**src/brb_pkg.sv**
```systemverilog
`default_nettype none

package brb_pkg;

    localparam int DEPTH     = 256;
    localparam int LANES     = 8;
    localparam int PTR_W     = $clog2(DEPTH);
    localparam int LANE_W    = $clog2(LANES);
    localparam int ROWS      = DEPTH / LANES;
    localparam int ROW_W     = $clog2(ROWS);
    localparam int CNT_W     = PTR_W + 1;
    localparam int LEN_W     = 4;
    localparam int OP_W      = 2;
    localparam int BYTE_W    = 8;
    localparam int DATA_W    = LANES * BYTE_W;

    typedef enum logic [OP_W-1:0] {
        OP_WRITE = 2'd0,
        OP_READ  = 2'd1,
        OP_PEEK  = 2'd2
    } op_t;

    typedef struct packed {
        logic              we;
        logic [ROW_W-1:0]  wrow;
        logic [BYTE_W-1:0] wdata;
        logic              re;
        logic [ROW_W-1:0]  rrow;
    } lane_ctl_t;

    typedef struct packed {
        logic [LANE_W-1:0] base;
        logic [LEN_W-1:0]  count;
    } rd_info_t;

endpackage

`default_nettype wire

```
**src/brb_lane.sv**
```systemverilog
`default_nettype none

module brb_lane (
    input  wire logic                       clk,
    input  wire brb_pkg::lane_ctl_t         ctl,
    output logic [brb_pkg::BYTE_W-1:0]      rdata
);
    import brb_pkg::*;

    logic [BYTE_W-1:0] mem [ROWS];

    always_ff @(posedge clk)
    begin
        if (ctl.we)
        begin
            mem[ctl.wrow] <= ctl.wdata;
        end
        if (ctl.re)
        begin
            rdata <= mem[ctl.rrow];
        end
    end

endmodule

`default_nettype wire

```
**src/brb_merge.sv**
```systemverilog
`default_nettype none

module brb_merge (
    input  wire logic [brb_pkg::LANES-1:0][brb_pkg::BYTE_W-1:0] lane_q,
    input  wire brb_pkg::rd_info_t                               info,
    output logic [brb_pkg::DATA_W-1:0]                           read_data
);
    import brb_pkg::*;

    // byte i of the transaction sits in lane (base + i) mod LANES
    always_comb
    begin
        logic [LANE_W-1:0] src;
        read_data = '0;
        for (int i = 0; i < LANES; i++)
        begin
            src = info.base + LANE_W'(i);
            if (LEN_W'(i) < info.count)
            begin
                read_data[i*BYTE_W +: BYTE_W] = lane_q[src];
            end
        end
    end

endmodule

`default_nettype wire

```
**src/byte_ring_buffer_burst_fifo.sv**
```systemverilog
// Byte FIFO with all-or-nothing bursts of 1 to 8 bytes.
// Command channel: a transaction (operation, length, write_data) is taken at
// a rising edge with start high and busy low. busy is always low: one
// transaction per cycle is sustained.
// Result channel: exactly one result per transaction, shown for one cycle
// with done high, in the cycle after the transaction is taken. Results cannot
// be held off; the receiver must take each one as it appears.
// Storage is eight byte-wide banks of 32 rows each; byte n of the stream
// lives in bank n mod 8, so a burst touches each bank at most once and all
// banks are written or read in the same cycle. The bank read data is
// registered and a rotate stage puts the bytes back in transaction order.
// Configuration: capacity is written with cfg_write high while idle; the
// write also empties the FIFO. Capacity 0 acts as 1, above 256 as 256.
// Reset empties the FIFO and sets capacity to 256; stored bytes are not
// cleared, none are readable until written again.
`default_nettype none

module byte_ring_buffer_burst_fifo (
    input  wire logic                        clk,
    input  wire logic                        rst_n,
    input  wire logic                        cfg_write,
    input  wire logic [brb_pkg::CNT_W-1:0]   capacity,
    input  wire logic                        start,
    output logic                             busy,
    input  wire logic [brb_pkg::OP_W-1:0]    operation,
    input  wire logic [brb_pkg::LEN_W-1:0]   length,
    input  wire logic [brb_pkg::DATA_W-1:0]  write_data,
    output logic                             done,
    output logic [brb_pkg::DATA_W-1:0]       read_data,
    output logic [brb_pkg::LEN_W-1:0]        done_length,
    output logic [brb_pkg::CNT_W-1:0]        fill_level,
    output logic [brb_pkg::CNT_W-1:0]        free_space,
    output logic                             is_empty,
    output logic                             is_full
);
    import brb_pkg::*;

    logic [CNT_W-1:0] cap_reg,  cap_next;
    logic [CNT_W-1:0] fill_reg, fill_next;
    logic [PTR_W-1:0] wptr_reg, wptr_next;
    logic [PTR_W-1:0] rptr_reg, rptr_next;

    logic             done_reg, done_next;
    logic [LEN_W-1:0] dlen_reg, dlen_next;
    logic [CNT_W-1:0] lvl_reg,  lvl_next;
    logic [CNT_W-1:0] free_reg, free_next;
    logic             empty_reg, empty_next;
    logic             full_reg,  full_next;
    rd_info_t         info_reg,  info_next;

    logic             accept;
    logic             len_ok;
    logic             do_write;
    logic             do_read;
    logic             do_pop;

    lane_ctl_t                      lane_ctl [LANES];
    logic [LANES-1:0][BYTE_W-1:0]   lane_q;

    assign busy   = 1'b0;
    assign accept = start && !busy;
    assign len_ok = (length != '0) && (length <= LEN_W'(LANES));

    always_comb
    begin
        do_write = accept && len_ok && (operation == OP_WRITE)
                   && ((cap_reg - fill_reg) >= CNT_W'(length));
        do_read  = accept && len_ok
                   && ((operation == OP_READ) || (operation == OP_PEEK))
                   && (fill_reg >= CNT_W'(length));
        do_pop   = do_read && (operation == OP_READ);
    end

    always_comb
    begin
        cap_next  = cap_reg;
        fill_next = fill_reg;
        wptr_next = wptr_reg;
        rptr_next = rptr_reg;
        if (cfg_write)
        begin
            if (capacity == '0)
            begin
                cap_next = CNT_W'(1);
            end
            else if (capacity > CNT_W'(DEPTH))
            begin
                cap_next = CNT_W'(DEPTH);
            end
            else
            begin
                cap_next = capacity;
            end
            fill_next = '0;
            wptr_next = '0;
            rptr_next = '0;
        end
        else if (do_write)
        begin
            fill_next = fill_reg + CNT_W'(length);
            wptr_next = wptr_reg + PTR_W'(length);
        end
        else if (do_pop)
        begin
            fill_next = fill_reg - CNT_W'(length);
            rptr_next = rptr_reg + PTR_W'(length);
        end
    end

    always_comb
    begin
        done_next  = accept;
        dlen_next  = (do_write || do_read) ? length : '0;
        lvl_next   = fill_next;
        free_next  = cap_reg - fill_next;
        empty_next = (fill_next == '0);
        full_next  = (fill_next == cap_reg);
        info_next.base  = rptr_reg[LANE_W-1:0];
        info_next.count = do_read ? length : '0;
    end

    // per-bank address and data steering
    always_comb
    begin
        logic [LANE_W-1:0] woff;
        logic [LANE_W-1:0] roff;
        logic [PTR_W-1:0]  waddr;
        logic [PTR_W-1:0]  raddr;
        for (int b = 0; b < LANES; b++)
        begin
            woff  = LANE_W'(b) - wptr_reg[LANE_W-1:0];
            roff  = LANE_W'(b) - rptr_reg[LANE_W-1:0];
            waddr = wptr_reg + PTR_W'(woff);
            raddr = rptr_reg + PTR_W'(roff);
            lane_ctl[b].we    = do_write && (LEN_W'(woff) < length);
            lane_ctl[b].wrow  = waddr[PTR_W-1:LANE_W];
            lane_ctl[b].wdata = write_data[{woff, 3'b000} +: BYTE_W];
            lane_ctl[b].re    = do_read;
            lane_ctl[b].rrow  = raddr[PTR_W-1:LANE_W];
        end
    end

    for (genvar g = 0; g < LANES; g++)
    begin : g_lane
        brb_lane u_lane (
            .clk   (clk),
            .ctl   (lane_ctl[g]),
            .rdata (lane_q[g])
        );
    end

    brb_merge u_merge (
        .lane_q    (lane_q),
        .info      (info_reg),
        .read_data (read_data)
    );

    always_ff @(posedge clk or negedge rst_n)
    begin
        if (!rst_n)
        begin
            cap_reg   <= CNT_W'(DEPTH);
            fill_reg  <= '0;
            wptr_reg  <= '0;
            rptr_reg  <= '0;
            done_reg  <= 1'b0;
            info_reg  <= '0;
        end
        else
        begin
            cap_reg   <= cap_next;
            fill_reg  <= fill_next;
            wptr_reg  <= wptr_next;
            rptr_reg  <= rptr_next;
            done_reg  <= done_next;
            info_reg  <= info_next;
        end
    end

    always_ff @(posedge clk)
    begin
        dlen_reg  <= dlen_next;
        lvl_reg   <= lvl_next;
        free_reg  <= free_next;
        empty_reg <= empty_next;
        full_reg  <= full_next;
    end

    assign done        = done_reg;
    assign done_length = dlen_reg;
    assign fill_level  = lvl_reg;
    assign free_space  = free_reg;
    assign is_empty    = empty_reg;
    assign is_full     = full_reg;

endmodule

`default_nettype wire
```
**config.mk**
```make
export PLATFORM = sky130hd
export DESIGN_NAME = byte_ring_buffer_burst_fifo
export DESIGN_NICKNAME = d
export VERILOG_FILES = /design/src/brb_pkg.sv /design/src/brb_lane.sv /design/src/brb_merge.sv /design/src/byte_ring_buffer_burst_fifo.sv
export SDC_FILE = /design/constraint.sdc
export NUM_CORES = 2
export LEC_CHECK = 0
export ABC_AREA = 1
export BUFFER_PORTS_ARGS = -buffer_cell sky130_fd_sc_hd__buf_4
export CORE_MARGIN = 1
export CORE_UTILIZATION = 55
export DETAILED_ROUTE_END_ITERATION = 6
export GPL_TIMING_DRIVEN = 0
export PLACE_DENSITY = 0.71
export SYNTH_ARGS = -nofsm -noshare
export SYNTH_HDL_FRONTEND = slang
export SYNTH_SLANG_ARGS = --single-unit
export TNS_END_PERCENT = 100
```
**constraint.sdc**
```tcl
create_clock -name clk -period 7.9 [get_ports clk]
set_input_delay 0.79 -clock clk [delete_from_list [all_inputs] [get_ports clk]]
set_output_delay 0.79 -clock clk [all_outputs]
set_load 0.01 [all_outputs]
```
==> flow_metrics.env <==
export IMPL_largest_register_ffs=2048
export IMPL_grt_overflow_total=0
export IMPL_layout_min_cycle_time_ns=6.52
export IMPL_core_sq_um=176000
export IMPL_rows=154
export IMPL_drc=10
export IMPL_fp_dieH_um=423
export IMPL_yosys_area_top_type_share_pct=65.1
export IMPL_r2r_cells=14
export IMPL_yosysSeqAreaShare_pct=66.7
export IMPL_netlist_area_sq_um=97400
export IMPL_fp_dieW_um=423
export IMPL_finalNetCount=9698
export IMPL_r2r_start="wptr_reg[0]"
export IMPL_clk_latency_ns=0.89
export IMPL_cap_viol_max_count=0
export IMPL_holdPathStages=3
export IMPL_arrival_ns=7.02
export IMPL_pin_count=173
export IMPL_grt_max_degree=43
export IMPL_place_port_buffers=171
export IMPL_worstMarginPinSlew_ns=1.45
export IMPL_dp_cells=11600
export IMPL_fin_crit_sh_pct=82.5
export IMPL_power_density_nw_per_um2=226
export IMPL_clock_skew_final_ns=0.0644
export IMPL_root_buffer="clkbuf_16"
export IMPL_antenna_left=0
export IMPL_cp_max_fo=13
export IMPL_yosysWarnings=0
export IMPL_grt_pass1_vias=68500
export IMPL_setup_viol=0
export IMPL_clockBufferDepth=3
export IMPL_drt_total_wl_mm=317
export IMPL_viasPerCell=5.99
export IMPL_ys_ff_latch=2178
export IMPL_syn_inst=9076
export IMPL_gr_usage_all_layers_pct=35.1
export IMPL_drv_slew=0
export IMPL_clk_pin_slew_ns=0.06
export IMPL_avgSynthCellArea_sq_um=10.7
export IMPL_dp_hpwl_mm=226
export IMPL_cts_sinks=2178
export IMPL_post_drt_wl_per_cell_um=26.3
export IMPL_finalHoldViolations=0
export IMPL_cp_startpoint="wptr_reg[0]"
export IMPL_total_power_uw=25100
export IMPL_min_from="capacity[3]"
export IMPL_place_ws_ns=1.57
export IMPL_drive_gt1_share_pct=9.80
export IMPL_fin_util_pct=62.9
export IMPL_syn2layout_area_growth_pct=13.6
export IMPL_cp_required_ns=8.40
export IMPL_drt_iter0_drc=10600
export IMPL_p_leak_uw=0.0422
export IMPL_largest_registers="g_lane.u_lane.mem (2048), g_lane.u_lane.rdata (64)"
export IMPL_hold_path_end="cap_reg[3]"
export IMPL_synth_fp_nets=9247
export IMPL_antenna_found_initial=6
export IMPL_grt_pass1_wl_mm=455
export IMPL_setup_worst_path_start_class="flip-flop"
export IMPL_fin_cells=12000
export IMPL_worstHoldPathType="input pin to flip-flop"
export IMPL_crit_path_end_kind="flip-flop"
export IMPL_grt_setup_unrepaired="false"
export IMPL_die_area_sq_um=179000
export IMPL_path_class="flip-flop to flip-flop"
export IMPL_synthDistinctLibCells=55
export IMPL_n_fill_cell=13800
export IMPL_yosys_top_cells_area="edfxtp_1 (65%), nand2_1 (9.2%), nand3_1 (5.8%), inv_1 (3.2%), o21ai_0 (2.5%)"
export IMPL_ir_drop_mv=0.252
export IMPL_routed_via_count=72200
export IMPL_start_util_pct=55.3
export IMPL_yosysTopAreaCell="edfxtp_1"
export IMPL_reg2reg_to="g_lane[4].u_lane.mem[17][6]"
export IMPL_status="complete, but fails checks"
export IMPL_r2r_slack_ns=1.38
export IMPL_largest_register="g_lane.u_lane.mem"
export IMPL_cts_made_buffers=214
export IMPL_setup_tns_ns=0
export IMPL_violations="design-rule violations"
export IMPL_slew_limit_headroom_pct=2.20
export IMPL_timing_final_ws_setup_ns=1.38
export IMPL_drtPass1Iterations=7
export IMPL_cts_resized=0
export IMPL_tritoncts="built"
export IMPL_timing_fmax_mhz=153
export IMPL_htree_levels=4
export IMPL_gp_congestion=1.01
## per-layer routing
layer / vias up / global-route usage, % / wire length, um
li1: 32200 / - / -
met1: 34900 / 46.8 / 119000
met2: 4310 / 54.6 / 145000
met3: 784 / 6.12 / 32600
met4: 6 / 19.7 / 19900
met5: - / 0 / 41
## critical path, cell delays in order (launching register included)
cell and delay (ns):
dfrtp_1 0.51, inv_1 0.32, clkbuf_1 0.37, buf_1 0.72, ha_1 0.34, inv_1 0.13, ha_1 0.48, inv_1 0.18
clkbuf_1 0.62, ha_1 0.36, a21oi_1 0.16, nor2_1 0.06, nor2_1 0.57, nand4_1 0.48, nor2_1 0.80
## cells by family after synthesis
family / share of synthesized area, %
flip-flops: 66.7
buffers and inverters: 5.50
adder cells (fa/ha/maj): 1.18
other: 0.00385
AO/OA/AOI/OAI: 6.36
multiplexers: 1.43
AND/OR/NAND/NOR: 18.0
XOR/XNOR: 0.825
## repair_timing
action	in CTS	in global routing
hold buffers	2	0
buffers inserted	0	0
endpoints found under the hold margin	42	0
## layout by cell type (no fill, tap or decap), types with 41 or more instances in the layout
cell,count
edfxtp_1,2112
mux2_2,64
a21oi_1,109
nand2_1,2392
clkbuf_1,267
o211ai_1,257
nand3_1,1128
inv_1,826
o21ai_0,418
ha_1,81
clkinv_1,44
o21ai_4,57
nor2_1,622
nand4_1,45
buf_4,200
buf_2,171
dfrtp_1,41
clkinv_2,43
o22ai_1,45
clkbuf_16,217
xor2_1,65
mux2i_1,67
## through the flow
step | hold slack (ns) | instance area [sq um]
after floorplan | 0.453 | 97400
after global placement | 0.479 | 102000
after detailed placement | 0.478 | 104000
after CTS | 0.0675 | 111000
after global routing | 0.110 | 111000
final | 0.112 | 111000
## cell usage after synthesis, drive strengths merged
library cell / number
nand3b: 3
a32o: 8
dfxtp: 24
a22o: 1
xnor2: 10
o22ai: 45
o21a: 2
buf: 237
a21boi: 2
a21o: 27
clkinv: 4
o211ai: 257
o21ai: 508
o31ai: 2
nor2: 626
conb: 1
nand3: 1131
o21bai: 4
dfrtp: 41
nand2: 2400
fa: 7
o221ai: 21
a31oi: 36
mux2: 64
inv: 850
nor4: 2
mux2i: 67
ha: 81
or2: 5
a211oi: 8
nor3: 13
o311ai: 2
dfstp: 1
edfxtp: 2112
xor2: 74
nand4: 45
a22oi: 1
nor3b: 2
clkbuf: 239
a311oi: 1
a21oi: 112
## how the worst max path moves through the flow
| stage | end | cells past startpoint |
|---|---|---|
| 2_1_floorplan | free_space[8] | 23 |
| 3_3_place_gp | free_space[8] | 24 |
| 3_5_place_dp | g_lane[4].u_lane.mem[9][1] | 14 |
| 4_1_cts | g_lane[4].u_lane.mem[9][1] | 14 |
| 5_1_grt | g_lane[4].u_lane.mem[9][0] | 14 |
| 6_report | g_lane[4].u_lane.mem[17][6] | 14 |
## power by group
group | switching, uW | internal (uW)
Combinational | 1300 | 477
Sequential | 47.9 | 13000
Clock | 4520 | 5700
Total | 5860 | 19200
## layout make-up
cell class | count | area, sq um | area share [%]
Clock inverter | 147 | 1400 | 1.27
Sequential cell | 2178 | 65000 | 58.7
Timing Repair Buffer | 235 | 2650 | 2.40
Tap cell | 2340 | 2930 | 2.65
Inverter | 854 | 3210 | 2.90
Multi-Input combinational cell | 5568 | 27800 | 25.1
Buffer | 476 | 2150 | 1.94
Clock buffer | 248 | 5580 | 5.04
Antenna cell | 1 | 2.50 | 0.00226
Power figures use the tool's default switching activity.
